**src/rtl/crc32rd_pkg.sv**
```systemverilog
// ----------------------------------------------------------------------------
// crc32rd_pkg
// Shared types, event codes and helper functions of the record stream deframer.
// ----------------------------------------------------------------------------
package crc32rd_pkg;

  localparam logic [3:0] EV_NONE      = 4'd0;
  localparam logic [3:0] EV_BLOCK_OK  = 4'd1;
  localparam logic [3:0] EV_DONE      = 4'd2;
  localparam logic [3:0] EV_BAD_SIG   = 4'd3;
  localparam logic [3:0] EV_BAD_HDR   = 4'd4;
  localparam logic [3:0] EV_BAD_CRC   = 4'd5;
  localparam logic [3:0] EV_MISPLACED = 4'd6;
  localparam logic [3:0] EV_BAD_FOOT  = 4'd7;
  localparam logic [3:0] EV_TRUNC     = 4'd8;
  localparam logic [3:0] EV_TRAILING  = 4'd9;
  localparam logic [3:0] EV_OVERFLOW  = 4'd10;

  localparam logic [1:0] KIND_NONE   = 2'd0;
  localparam logic [1:0] KIND_META   = 2'd1;
  localparam logic [1:0] KIND_RECORD = 2'd2;
  localparam logic [1:0] KIND_END    = 2'd3;

  localparam logic [31:0] CRC_POLY     = 32'hEDB8_8320;
  localparam logic [31:0] CRC_INIT     = 32'hFFFF_FFFF;
  localparam logic [31:0] MAX_PAY_RST  = 32'd33554432;
  localparam logic [63:0] COUNT_LIMIT  = 64'hFFFF_FFFF_FFFF_FFFE;

  typedef struct packed {
    logic       is_end;
    logic [7:0] data;
  } in_item_t;

  typedef struct packed {
    logic       byte_valid;
    logic [7:0] payload_byte;
    logic [1:0] block_kind;
    logic       payload_last;
    logic [3:0] event_code;
  } result_t;

  function automatic logic [7:0] sig_byte(input logic [3:0] idx);
    logic [7:0] v;
    unique case (idx)
      4'd0:    v = 8'h50;
      4'd1:    v = 8'h53;
      4'd2:    v = 8'h52;
      4'd3:    v = 8'h45;
      4'd4:    v = 8'h43;
      4'd5:    v = 8'h0D;
      4'd6:    v = 8'h0A;
      4'd7:    v = 8'h1A;
      4'd8:    v = 8'h01;
      default: v = 8'h00;
    endcase
    return v;
  endfunction

  function automatic logic [31:0] crc_byte(input logic [31:0] c, input logic [7:0] b);
    logic [31:0] r;
    r = c ^ {24'd0, b};
    for (int k = 0; k < 8; k++) begin
      r = (r >> 1) ^ (r[0] ? CRC_POLY : 32'd0);
    end
    return r;
  endfunction

endpackage

```
**src/rtl/crc32rd_front.sv**
```systemverilog
// ----------------------------------------------------------------------------
// crc32rd_front
// Input side: accepts stream beats, tags end markers and queues them.
// ----------------------------------------------------------------------------
module crc32rd_front
  import crc32rd_pkg::*;
(
  input  logic     clk,
  input  logic     rst_n,
  input  logic     in_push,
  output logic     in_full,
  input  logic     in_action,
  input  logic [7:0] in_data_byte,
  output logic     item_valid,
  output in_item_t item,
  input  logic     item_take
);

  in_item_t   q_r [2];
  logic       wr_ptr_r, rd_ptr_r;
  logic [1:0] cnt_r;
  logic       do_push, do_pop;

  assign in_full    = (cnt_r == 2'd2);
  assign item_valid = (cnt_r != 2'd0);
  assign item       = q_r[rd_ptr_r];
  assign do_push    = in_push && !in_full;
  assign do_pop     = item_take && item_valid;

  always_ff @(posedge clk) begin
    if (!rst_n) begin
      wr_ptr_r <= 1'b0;
      rd_ptr_r <= 1'b0;
      cnt_r    <= 2'd0;
    end else begin
      if (do_push) wr_ptr_r <= ~wr_ptr_r;
      if (do_pop)  rd_ptr_r <= ~rd_ptr_r;
      cnt_r <= cnt_r + {1'b0, do_push} - {1'b0, do_pop};
    end
  end

  always_ff @(posedge clk) begin
    if (do_push) begin
      // Data is irrelevant on an end marker; clear it so it never leaks.
      q_r[wr_ptr_r].is_end <= in_action;
      q_r[wr_ptr_r].data   <= in_action ? 8'd0 : in_data_byte;
    end
  end

endmodule

```
**src/rtl/crc32rd_parser.sv**
```systemverilog
// ----------------------------------------------------------------------------
// crc32rd_parser
// Back side: signature check, block parsing, CRC and the result queue.
// ----------------------------------------------------------------------------
module crc32rd_parser
  import crc32rd_pkg::*;
(
  input  logic        clk,
  input  logic        rst_n,
  input  logic [31:0] max_payload,
  input  logic        item_valid,
  input  in_item_t    item,
  output logic        item_take,
  output logic        out_empty,
  input  logic        out_pop,
  output result_t     out_res
);

  localparam logic [2:0] PH_SIG     = 3'd0;
  localparam logic [2:0] PH_PREFIX  = 3'd1;
  localparam logic [2:0] PH_PAYLOAD = 3'd2;
  localparam logic [2:0] PH_CRC     = 3'd3;
  localparam logic [2:0] PH_TAIL    = 3'd4;
  localparam logic [2:0] PH_DONE    = 3'd5;
  localparam logic [2:0] PH_FAIL    = 3'd6;

  logic [2:0]  phase_r, phase_nxt;
  logic [31:0] pos_r, pos_nxt;
  logic [31:0] type_r, type_nxt;
  logic [1:0]  kind_r, kind_nxt;
  logic [31:0] size_r, size_nxt;
  logic [63:0] seq_r, seq_nxt;
  logic [31:0] crc_r, crc_nxt;
  logic [31:0] rcv_r, rcv_nxt;
  logic [63:0] rc_r, rc_nxt;
  logic [63:0] foot_r, foot_nxt;
  logic        sigbad_r, sigbad_nxt;
  logic        meta_r, meta_nxt;

  result_t     q_r [2];
  logic        wr_ptr_r, rd_ptr_r;
  logic [1:0]  cnt_r;
  logic        res_valid;
  result_t     res;
  logic        do_pop;

  logic [7:0]  b;
  logic [31:0] pos_inc;
  logic [63:0] seq_full, exp_seq;
  logic [31:0] rcv_full, crc_upd;

  assign item_take = item_valid && (cnt_r != 2'd2);
  assign out_empty = (cnt_r == 2'd0);
  assign out_res   = q_r[rd_ptr_r];
  assign do_pop    = out_pop && !out_empty;

  assign b        = item.data;
  assign pos_inc  = pos_r + 32'd1;
  assign seq_full = {b, seq_r[55:0]};
  assign exp_seq  = meta_r ? rc_r + 64'd1 : 64'd0;
  assign rcv_full = {b, rcv_r[23:0]};
  assign crc_upd  = crc_byte(crc_r, b);

  always_comb begin
    phase_nxt  = phase_r;
    pos_nxt    = pos_r;
    type_nxt   = type_r;
    kind_nxt   = kind_r;
    size_nxt   = size_r;
    seq_nxt    = seq_r;
    crc_nxt    = crc_r;
    rcv_nxt    = rcv_r;
    rc_nxt     = rc_r;
    foot_nxt   = foot_r;
    sigbad_nxt = sigbad_r;
    meta_nxt   = meta_r;
    res_valid  = 1'b0;
    res        = '0;
    if (item_take && phase_r != PH_DONE && phase_r != PH_FAIL) begin
      if (item.is_end) begin
        res_valid = 1'b1;
        if (phase_r == PH_TAIL) begin
          phase_nxt       = PH_DONE;
          res.block_kind  = KIND_END;
          res.event_code  = EV_DONE;
        end else begin
          phase_nxt       = PH_FAIL;
          res.event_code  = EV_TRUNC;
        end
      end else begin
        unique case (phase_r)
          PH_SIG: begin
            if (b != sig_byte(pos_r[3:0])) sigbad_nxt = 1'b1;
            pos_nxt = pos_inc;
            if (pos_r[3:0] == 4'd11) begin
              if (sigbad_nxt) begin
                phase_nxt      = PH_FAIL;
                res_valid      = 1'b1;
                res.event_code = EV_BAD_SIG;
              end else begin
                phase_nxt = PH_PREFIX;
                pos_nxt   = 32'd0;
              end
            end
          end
          PH_PREFIX: begin
            crc_nxt = crc_upd;
            pos_nxt = pos_inc;
            if (pos_r[3:2] == 2'd0)      type_nxt[8*pos_r[1:0] +: 8] = b;
            else if (pos_r[3:2] == 2'd1) size_nxt[8*pos_r[1:0] +: 8] = b;
            else                         seq_nxt[8*pos_r[2:0] +: 8]  = b;
            kind_nxt = type_r[1:0];
            if (pos_r[3:0] == 4'd15) begin
              pos_nxt = 32'd0;
              if (seq_full != exp_seq || size_r > max_payload ||
                  type_r == 32'd0 || type_r > 32'd3) begin
                phase_nxt      = PH_FAIL;
                res_valid      = 1'b1;
                res.event_code = EV_BAD_HDR;
              end else begin
                phase_nxt = (size_r != 32'd0) ? PH_PAYLOAD : PH_CRC;
              end
            end
          end
          PH_PAYLOAD: begin
            crc_nxt = crc_upd;
            pos_nxt = pos_inc;
            if (kind_r == KIND_END && pos_r < 32'd8) foot_nxt[8*pos_r[2:0] +: 8] = b;
            if (pos_inc >= size_r) begin
              phase_nxt = PH_CRC;
              pos_nxt   = 32'd0;
            end
            if (kind_r == KIND_META || kind_r == KIND_RECORD) begin
              res_valid        = 1'b1;
              res.byte_valid   = 1'b1;
              res.payload_byte = b;
              res.block_kind   = kind_r;
              res.payload_last = (pos_inc >= size_r);
              res.event_code   = EV_NONE;
            end
          end
          PH_CRC: begin
            rcv_nxt[8*pos_r[1:0] +: 8] = b;
            pos_nxt = pos_inc;
            if (pos_r[1:0] == 2'd3) begin
              priority if (rcv_full != ~crc_r) begin
                phase_nxt = PH_FAIL; res_valid = 1'b1; res.event_code = EV_BAD_CRC;
              end else if (!meta_r && kind_r != KIND_META) begin
                phase_nxt = PH_FAIL; res_valid = 1'b1; res.event_code = EV_MISPLACED;
              end else if (kind_r == KIND_END) begin
                if (size_r != 32'd8 || foot_r != rc_r) begin
                  phase_nxt = PH_FAIL; res_valid = 1'b1; res.event_code = EV_BAD_FOOT;
                end else begin
                  phase_nxt = PH_TAIL;
                end
              end else if (meta_r && kind_r != KIND_RECORD) begin
                phase_nxt = PH_FAIL; res_valid = 1'b1; res.event_code = EV_MISPLACED;
              end else if (meta_r && rc_r == COUNT_LIMIT) begin
                phase_nxt = PH_FAIL; res_valid = 1'b1; res.event_code = EV_OVERFLOW;
              end else begin
                // Good metadata or record block: count a record block and start the next one.
                if (meta_r) rc_nxt = rc_r + 64'd1;
                meta_nxt       = 1'b1;
                res_valid      = 1'b1;
                res.block_kind = kind_r;
                res.event_code = EV_BLOCK_OK;
                phase_nxt      = PH_PREFIX;
                pos_nxt        = 32'd0;
                type_nxt       = 32'd0;
                size_nxt       = 32'd0;
                seq_nxt        = 64'd0;
                crc_nxt        = CRC_INIT;
                rcv_nxt        = 32'd0;
                foot_nxt       = 64'd0;
              end
            end
          end
          PH_TAIL: begin
            phase_nxt      = PH_FAIL;
            res_valid      = 1'b1;
            res.event_code = EV_TRAILING;
          end
          default: begin
          end
        endcase
      end
    end
  end

  always_ff @(posedge clk) begin
    if (!rst_n) begin
      phase_r  <= PH_SIG;
      pos_r    <= 32'd0;
      type_r   <= 32'd0;
      kind_r   <= KIND_NONE;
      size_r   <= 32'd0;
      seq_r    <= 64'd0;
      crc_r    <= CRC_INIT;
      rcv_r    <= 32'd0;
      rc_r     <= 64'd0;
      foot_r   <= 64'd0;
      sigbad_r <= 1'b0;
      meta_r   <= 1'b0;
      wr_ptr_r <= 1'b0;
      rd_ptr_r <= 1'b0;
      cnt_r    <= 2'd0;
    end else begin
      phase_r  <= phase_nxt;
      pos_r    <= pos_nxt;
      type_r   <= type_nxt;
      kind_r   <= kind_nxt;
      size_r   <= size_nxt;
      seq_r    <= seq_nxt;
      crc_r    <= crc_nxt;
      rcv_r    <= rcv_nxt;
      rc_r     <= rc_nxt;
      foot_r   <= foot_nxt;
      sigbad_r <= sigbad_nxt;
      meta_r   <= meta_nxt;
      if (res_valid) wr_ptr_r <= ~wr_ptr_r;
      if (do_pop)    rd_ptr_r <= ~rd_ptr_r;
      cnt_r <= cnt_r + {1'b0, res_valid} - {1'b0, do_pop};
    end
  end

  always_ff @(posedge clk) begin
    if (res_valid) q_r[wr_ptr_r] <= res;
  end

endmodule

```
**src/rtl/crc32_record_stream_deframer.sv**
```systemverilog
// ----------------------------------------------------------------------------
// crc32_record_stream_deframer
// Checks a signed, CRC-protected block stream and emits payload bytes/status.
// ----------------------------------------------------------------------------
// Channel  Handshake          Carries
// in_      push / full        action, data_byte
// out_     empty / pop        byte_valid, payload_byte, block_kind, last, event
// cfg_     valid / ready      max_payload_bytes (always ready)
//
// One beat per cycle sustained while the out_ side is popped; the parser's
// per-byte path is bounded by the CRC update and header field capture.
// A result passes through the registered input queue and output queue.
// Two-entry queues on input and output let either side stall independently.
// Synchronous active-low reset returns to the signature phase.
// ----------------------------------------------------------------------------
module crc32_record_stream_deframer
  import crc32rd_pkg::*;
(
  input  logic        clk,
  input  logic        rst_n,
  input  logic        in_push,
  output logic        in_full,
  input  logic        in_action,
  input  logic [7:0]  in_data_byte,
  output logic        out_empty,
  input  logic        out_pop,
  output logic        out_byte_valid,
  output logic [7:0]  out_payload_byte,
  output logic [1:0]  out_block_kind,
  output logic        out_payload_last,
  output logic [3:0]  out_event_code,
  input  logic        cfg_valid,
  output logic        cfg_ready,
  input  logic [31:0] cfg_max_payload_bytes
);

  logic [31:0] max_pay_r;
  logic        item_valid, item_take;
  in_item_t    item;
  result_t     res;

  assign cfg_ready = 1'b1;

  always_ff @(posedge clk) begin
    if (!rst_n) begin
      max_pay_r <= MAX_PAY_RST;
    end else if (cfg_valid && cfg_ready) begin
      max_pay_r <= cfg_max_payload_bytes;
    end
  end

  crc32rd_front u_front (
    .clk          (clk),
    .rst_n        (rst_n),
    .in_push      (in_push),
    .in_full      (in_full),
    .in_action    (in_action),
    .in_data_byte (in_data_byte),
    .item_valid   (item_valid),
    .item         (item),
    .item_take    (item_take)
  );

  crc32rd_parser u_parser (
    .clk         (clk),
    .rst_n       (rst_n),
    .max_payload (max_pay_r),
    .item_valid  (item_valid),
    .item        (item),
    .item_take   (item_take),
    .out_empty   (out_empty),
    .out_pop     (out_pop),
    .out_res     (res)
  );

  assign out_byte_valid   = res.byte_valid;
  assign out_payload_byte = res.payload_byte;
  assign out_block_kind   = res.block_kind;
  assign out_payload_last = res.payload_last;
  assign out_event_code   = res.event_code;

  a_byte_no_event: assert property (@(posedge clk) disable iff (!rst_n)
    (!out_empty && out_byte_valid) |-> (out_event_code == EV_NONE))
    else $error("payload beat carries an event code");

  a_last_has_byte: assert property (@(posedge clk) disable iff (!rst_n)
    (!out_empty && out_payload_last) |-> out_byte_valid)
    else $error("payload_last without a payload byte");

  a_err_no_kind: assert property (@(posedge clk) disable iff (!rst_n)
    (!out_empty && out_event_code > EV_DONE) |-> (out_block_kind == KIND_NONE))
    else $error("error event carries a block kind");

endmodule

```
**config.mk**
```make
export PLATFORM = sky130hd
export DESIGN_NAME = crc32_record_stream_deframer
export DESIGN_NICKNAME = d
export VERILOG_FILES = /design/src/rtl/crc32rd_pkg.sv /design/src/rtl/crc32rd_front.sv /design/src/rtl/crc32rd_parser.sv /design/src/rtl/crc32_record_stream_deframer.sv
export SDC_FILE = /design/constraint.sdc
export NUM_CORES = 1
export LEC_CHECK = 0
export ABC_AREA = 0
export BUFFER_PORTS_ARGS = -buffer_cell sky130_fd_sc_hd__buf_2
export CAP_MARGIN = 10
export CORE_UTILIZATION = 40
export CTS_CLUSTER_SIZE = 16
export DETAILED_ROUTE_END_ITERATION = 12
export GPL_TIMING_DRIVEN = 0
export PLACE_DENSITY = 0.59
export SLEW_MARGIN = 30
export SYNTH_ARGS = -nofsm -noshare
export SYNTH_HDL_FRONTEND = slang
export SYNTH_SLANG_ARGS = --single-unit
```
**constraint.sdc**
```tcl
create_clock -name clk -period 4.7 [get_ports clk]
set_input_delay 0.47 -clock clk [delete_from_list [all_inputs] [get_ports clk]]
set_output_delay 0.47 -clock clk [all_outputs]
set_load 0.01 [all_outputs]
```
### After elaboration in Yosys (flattened, before gate mapping)

Memory sizes are Yosys's and may differ from the RTL's. A register that Yosys moved wholly into a read port is not among the register bits.
Index checks and enable logic that the tools add are counted.

* logic and storage cells: 274
* output and inout bits: 19
* register bits after elaboration: 399
* memories kept: 3
* bits in read-only memories: 96
* bits of input ports: 46
* bits in writable memories: 50

* magnitude comparators: 4
* bitwise logic cells: 20
* reductions and logical operators: 42
* $add $sub $neg: 8
* shift operators: 4
* mux-type cells: 136
* eq/ne operators: 38

Memories
* (no name shown): depth 16, bits a word 6, read ports 1, clocked after Yosys merged registers in 1, write ports 0, line crc32rd_pkg.sv:44 `unique case (idx)`
* u_parser.q_r: depth 2, bits a word 16, read ports 1, clocked after Yosys merged registers in 1, write ports 1, line crc32rd_parser.sv:40 `result_t q_r [2];`
* u_front.q_r: depth 2, bits a word 9, read ports 1, clocked after Yosys merged registers in 1, write ports 1, line crc32rd_front.sv:19 `in_item_t q_r [2];`

Operators with widths (number)
* 2-to-1 mux 32 bit: 39
* 2-to-1 mux 64 bit: 10
* case mux 64 bit (2 select lines): 2
* XOR 31 x 32 -> 32 bit: 8
* case mux 32 bit (2 select lines): 3
* bitwise mux 64 bit: 2
* inequality test 64 bit: 2
* case mux 32 bit (4 select lines): 1
* bitwise mux 32 bit: 3
* adder 64 x 1 -> 64 bit, second input constant: 1
* equality test 64 bit, second input constant: 1
* variable shift 8 x 34 -> 64 bit, first input constant: 1
* variable part select 8 x 34 -> 64 bit: 1
* 2-to-1 mux 4 bit: 12
* 2-to-1 mux 3 bit: 14
* negation 5 -> 34 bit: 1
* negation 6 -> 34 bit: 1
* variable shift 8 x 34 -> 32 bit, first input constant: 1
* variable part select 8 x 34 -> 32 bit: 1
* adder 32 x 1 -> 32 bit, second input constant: 1
* >= comparator 32 bit: 1
* > comparator 32 x 2 -> 1 bit, second input constant: 1
* > comparator 32 bit: 1
* logical NOT 32 bit: 1
* other kinds (43): 143

### Depth between registers and ports, before layout

* depth in word-level cells: 18
* depth in mapped cells: 25
* mapped depth without buffers: 23

### By module

A second synthesis with hierarchy kept.

* cells, all modules: 2973
* area, all modules: 25243.0 um2

By module, submodules not included
* crc32rd_parser: times used 1, cells an instance 2806, area each 23058.4 um2, seq. area each 8047.7 um2
* crc32_record_stream_deframer: times used 1, cells an instance 105, area each 1252.5 um2, seq. area each 640.6 um2
* crc32rd_front: times used 1, cells an instance 62, area each 932.1 um2, seq. area each 640.6 um2

### Least setup slack after synthesis

OpenSTA, ideal clock, no wires.

* path type: register to register
* start point: register u_parser.pos_r[1]
* end point: register u_parser.pos_r[24]
* cell stages (with the launch flop): 24
* buffers on the path: 4
* arrival time: 5083 ps
* data required time: 4609 ps
* period minus slack after synthesis: 5174 ps
* setup slack: -474 ps
* library setup time: 91 ps
* path through: dfxtp_1 -> ha_1 -> clkbuf_1 -> and3_1 -> clkbuf_1 -> inv_1 -> nor3_1 -> nand3_1 -> nor2_1 -> and2_1 -> nand3_1 -> xnor2_1 -> ha_1 -> a21o_1 -> a21oi_1 -> o21ai_0 -> a2111o_1 -> a41oi_1 -> or2_2 -> o21a_1 -> clkbuf_1 -> buf_1 -> nand2_1 -> a311oi_1

* word-level cells in the longest chain between the ends: 8
* elaborated cells on any way between the ends: 16
* those cells by class: 1 x add/sub; 1 x order compare; 3 x eq/ne; 11 x mux

Ends and longest elaborated chain
* start: declaration: line crc32rd_parser.sv:28 `logic [31:0] pos_r, pos_nxt;`
* start signal: assignment: line crc32rd_parser.sv:209 `pos_r <= pos_nxt;`
* parallel branches: the longest is 7 deep, another holds adder 32 x 1 -> 32 bit
* case mux 32 bit (4 select lines) (*): line crc32rd_parser.sv:91 `unique case (phase_r)`

Every way passes the cells marked *.
A chain may end at the register's enable or synchronous reset.

### Worst setup path after layout

* start point: register u_parser.rc_r[25]
* end point: register u_parser.cnt_r[1]

* word-level cells in the longest chain between the ends: 13
* elaborated cells on any way between the ends: 20
* those cells by class: 3 x add/sub; 2 x eq/ne; 11 x mux; 4 x reduce/logical

Ends and longest elaborated chain
* start: declaration: line crc32rd_parser.sv:35 `logic [63:0] rc_r, rc_nxt;`
* start signal: assignment: line crc32rd_parser.sv:216 `rc_r <= rc_nxt;`
* adder 64 x 1 -> 64 bit: line crc32rd_parser.sv:60 `assign exp_seq = meta_r ? rc_r + 64'd1 : 64'd0;`
* 2-to-1 mux 64 bit: line crc32rd_parser.sv:60
* inequality test 64 bit: line crc32rd_parser.sv:115 `if (seq_full != exp_seq || size_r > max_payload ||`
* logical OR 1 bit (2 in a row): line crc32rd_parser.sv:115
* logical OR 1 bit: line crc32rd_parser.sv:116 `type_r == 32'd0 || type_r > 32'd3) begin`
* 2-to-1 mux 1 bit: line crc32rd_parser.sv:115
* 2-to-1 mux 1 bit: line crc32rd_parser.sv:113 `if (pos_r[3:0] == 4'd15) begin`
* case mux 1 bit (5 select lines) (*): line crc32rd_parser.sv:91
* 2-to-1 mux 1 bit (*): line crc32rd_parser.sv:80 `if (item.is_end) begin`
* 2-to-1 mux 1 bit (*): line crc32rd_parser.sv:79 `if (item_take && phase_r != PH_DONE && phase_r != PH_FAIL) begin`
* adder 2 x 1 -> 2 bit (*): line crc32rd_parser.sv:222 `cnt_r <= cnt_r + {1'b0, res_valid} - {1'b0, do_pop};`
* subtractor 2 x 1 -> 2 bit (*): line crc32rd_parser.sv:222
* end signal: assignment: line crc32rd_parser.sv:222
* end: declaration: line crc32rd_parser.sv:42 `logic [1:0] cnt_r;`

Mark *: on every way between the ends. The rest lies on a longest branch, timed or not.

==> summary.txt <==
Status
  • Status: finished, violations left
  • Failing checks: setup timing

Timing
  • Final Setup Violations: 1
  • Final count of pins violating max slew: 0
  • Post-route setup slack: -49.8 ps
  • Fmax: 211 MHz
  • Slew margin rel.: 0.254
  • Worst clock skew: 28.0 ps
  • Fin crit share: 1.01
  • Final min period: 4750 ps
  • Worst slew pin tran: 1120 ps
  • Final Hold Viols: 0
  • RSZ-0062 raised after global routing: yes

Global route
  • Met3 Use GR: 0.0702
  • GR Overflow Total: 0
  • Initial antenna violation count: 2
  • Global routing usage on met2: 0.466
  • Met1 Resource Use GR: 0.430
  • Global-route wire length before repair: 145 mm
  • Busiest layer in global routing: met2
  • Pin count of the biggest net entering global routing: 17
  • GRT Overall Usage: 0.308
  • Vias in the first global route: 22400

Layout
  • ANT cells: 0
  • Area Overhead vs Synth: 18.3%
  • Post-Route Utilization: 0.483
  • Register area: 0.00936 sq mm
  • Filler Cell Count: 5875
  • Most frequent cells in the layout: nor2_1, dfxtp_1, xnor2_1
  • Nets@finish: 3266
  • Finished Cell Area: 0.0294 sq mm
  • Most common cell after layout, fill and taps aside: nor2_1
  • Share of post-route cells with drive strength above 1: 0.142
  • Area of the multi-input gates: 0.0152 sq mm

Yosys
  • Synth Cell Area: 0.0248 sq mm
  • Yosys cell types: 81
  • FF+latch count, synth: 441
  • Ys flop type: dfxtp_1
  • Syn avg cell area: 8.36 sq um
  • Number of warnings issued by yosys: 0
  • Syn Nets: 3108
  • Seq/Total Area, Yosys: 0.375
  • Post-synth EDFFs: 50
  • Post-synth ARST share: 0
  • Cells after Synth: 2973

Power
  • Total power: 12.5 mW
  • Maximum vdd ir drop: 0.461 mV
  • PD cells: 426 mW/mm^2
  • Leakage power: 10.8 nW

Critical path
  • Crit start category: flop
  • Crit path capture type: flop
  • Max Fanout on Critical Path: 9
  • Arrival @ worst endpoint: 5240 ps
  • Req. time, crit path: 5190 ps
  • Setup Crit Path Kind: reg2reg

Routing
  • Post-Route WL: 99.8 mm
  • DR WL/cell: 25.2 microns
  • # DRC: 0
  • Final ANT Viol Nets: 0
  • DR iter-0 viols: 2690
  • Drt first pass iters: 8
  • Routed vias: 24200
  • Vias per cell: 6.11

Clock tree
  • Bufs on Longest Clock Path: 3
  • H-tree depth: 2
  • Total CTS buffers: 52
  • CTS tree: built
  • CTS sink cnt: 441
  • Clock root buffer: clkbuf_16
  • Clk slew on worst S/H paths: 60 ps
  • Clk_lat worst skew: 640 ps

Die
  • Die Y: 251 microns
  • Initial cell density of the core: 0.409
  • Total core area: 0.0608 sq mm
  • Die width: 251 microns
  • Num rows: 90
  • Die Area: 0.0631 sq mm
  • Ports: 65

Place
  • Post-DP HPWL: 74.8 mm
  • GP Congestion: 0.999
  • DP Area: 0.0264 sq mm
  • Number of I/O port buffers: 61

Run
  • Max Cap Viol: 0

Hold path
  • Worst hold path type: in2reg
-- cell type report --
class	instances	area share
clock inverter	23	0.00864
timing repair buffer	123	0.0289
inverter	109	0.0143
multi-input combinational	2235	0.518
clock buffer	74	0.0512
buffer	169	0.0270
tap	782	0.0333
sequential	441	0.318
-- Yosys cell counts (all sizes together) (13+ instances only) --
library cell / n / area share
nand2: 203 / 0.031
clkbuf: 148 / 0.022
xnor2: 208 / 0.073
nand3: 84 / 0.017
nor3: 85 / 0.017
and4: 14 / 0.0049
mux2i: 85 / 0.034
nand2b: 14 / 0.0035
inv: 107 / 0.016
ha: 89 / 0.045
xor2: 108 / 0.038
buf: 40 / 0.0080
nor2: 475 / 0.072
dfxtp: 391 / 0.32
nor2b: 16 / 0.0040
or3: 32 / 0.0081
a21o: 24 / 0.0073
nor4: 84 / 0.023
nand4: 81 / 0.021
edfxtp: 50 / 0.060
or4: 18 / 0.0054
o21a: 13 / 0.0039
o21ai: 112 / 0.023
a22oi: 162 / 0.049
a21oi: 107 / 0.022
mux2: 29 / 0.013
and3: 27 / 0.0068
-- cell families (layout without fill, tap and decap cells) --
family,Yosys count,in the layout,synth area share
adder cells (fa/ha/maj),89,89,0.0448
AND/OR/NAND/NOR,1178,1178,0.227
XOR/XNOR,320,320,0.115
other,1,1,0.000151
flip-flops,441,441,0.375
multiplexers,114,114,0.0474
AO/OA/AOI/OAI,533,533,0.143
buffers and inverters,297,498,0.0469
-- power by group --
group          switching [mW]  internal, mW
logic                    2.65          1.47
registers               0.177          4.06
clock network            1.76          2.41
total                    4.58          7.95
-- flip-flops by register name (all words and copies together) (netlist names), named ones only --
name	count
u_parser.rc_r	64
u_front.cnt_r	2
u_front.q_r	18
u_parser.size_r	32
u_parser.q_r	32
u_front.rd_ptr_r	1
u_parser.rcv_r	24
u_parser.foot_r	64
u_parser.seq_r	56
u_parser.pos_r	32
u_parser.rd_ptr_r	1
max_pay_r	32
u_parser.crc_r	32
u_parser.type_r	32
u_parser.sigbad_r	1
u_parser.meta_r	1
u_front.wr_ptr_r	1
u_parser.phase_r	3
u_parser.cnt_r	2
u_parser.wr_ptr_r	1
u_parser.kind_r	2
-- metal layers --
layer  up-vias  wire length, microns  part of all wire
met5         -                     0                 0
li1      10900                     -                 -
met3       196                 11200              0.11
met2      1285                 42800              0.43
met4         0                  3160             0.032
met1     11800                 42600              0.43
-- what timing repair did --
item / in CTS / in global routing
hold buffers: 0 / 0
gates resized for setup: 103 / 107
endpoints found under the setup margin: 265 / 225
buffers inserted: 28 / 27
pin swaps: 24 / 44
endpoints found under the hold margin: 0 / 0
-- worst max-delay path, cell delays in order, from the launching register on --
cell and delay (ps):
dfxtp_2 480, nand4_1 320, or4_4 680, or3_1 430, a21oi_4 240, mux2_2 350, o32a_1 330, a2111oi_4 360
and3_4 320, and2_4 190, a21o_1 200, a21oi_1 100, ha_1 250, xor2_1 160, xnor2_1 130, nor2_1 50
-- path summary, 6_finish.rpt --
kind / start / to / slack [ps] / depth (start not counted)
worst max-delay path: u_parser.rc_r[25] / u_parser.cnt_r[1] / -50 / 15
worst min-delay path: cfg_max_payload_bytes[7] / max_pay_r[7] / 70 / 3
worst max register to register: u_parser.rc_r[25] / u_parser.cnt_r[1] / -50 / 15
worst min register to register: u_parser.type_r[11] / u_parser.type_r[11] / 470 / 2
-- per-stage QoR --
step | instances | setup slack, ps | TNS [ps] | hold slack [ps]
after global routing | 3956 | -187 | -614 | 71.2
final | 3956 | -49.8 | -49.8 | 68.6
after global placement | 3816 | -2200 | -439760 | 465
after detailed placement | 3823 | -1430 | -126960 | 467
after floorplan | 2973 | 3.92 | 0 | 453
after CTS | 3933 | -183 | -2900 | 47.5
Power figures use the tool's default switching activity.
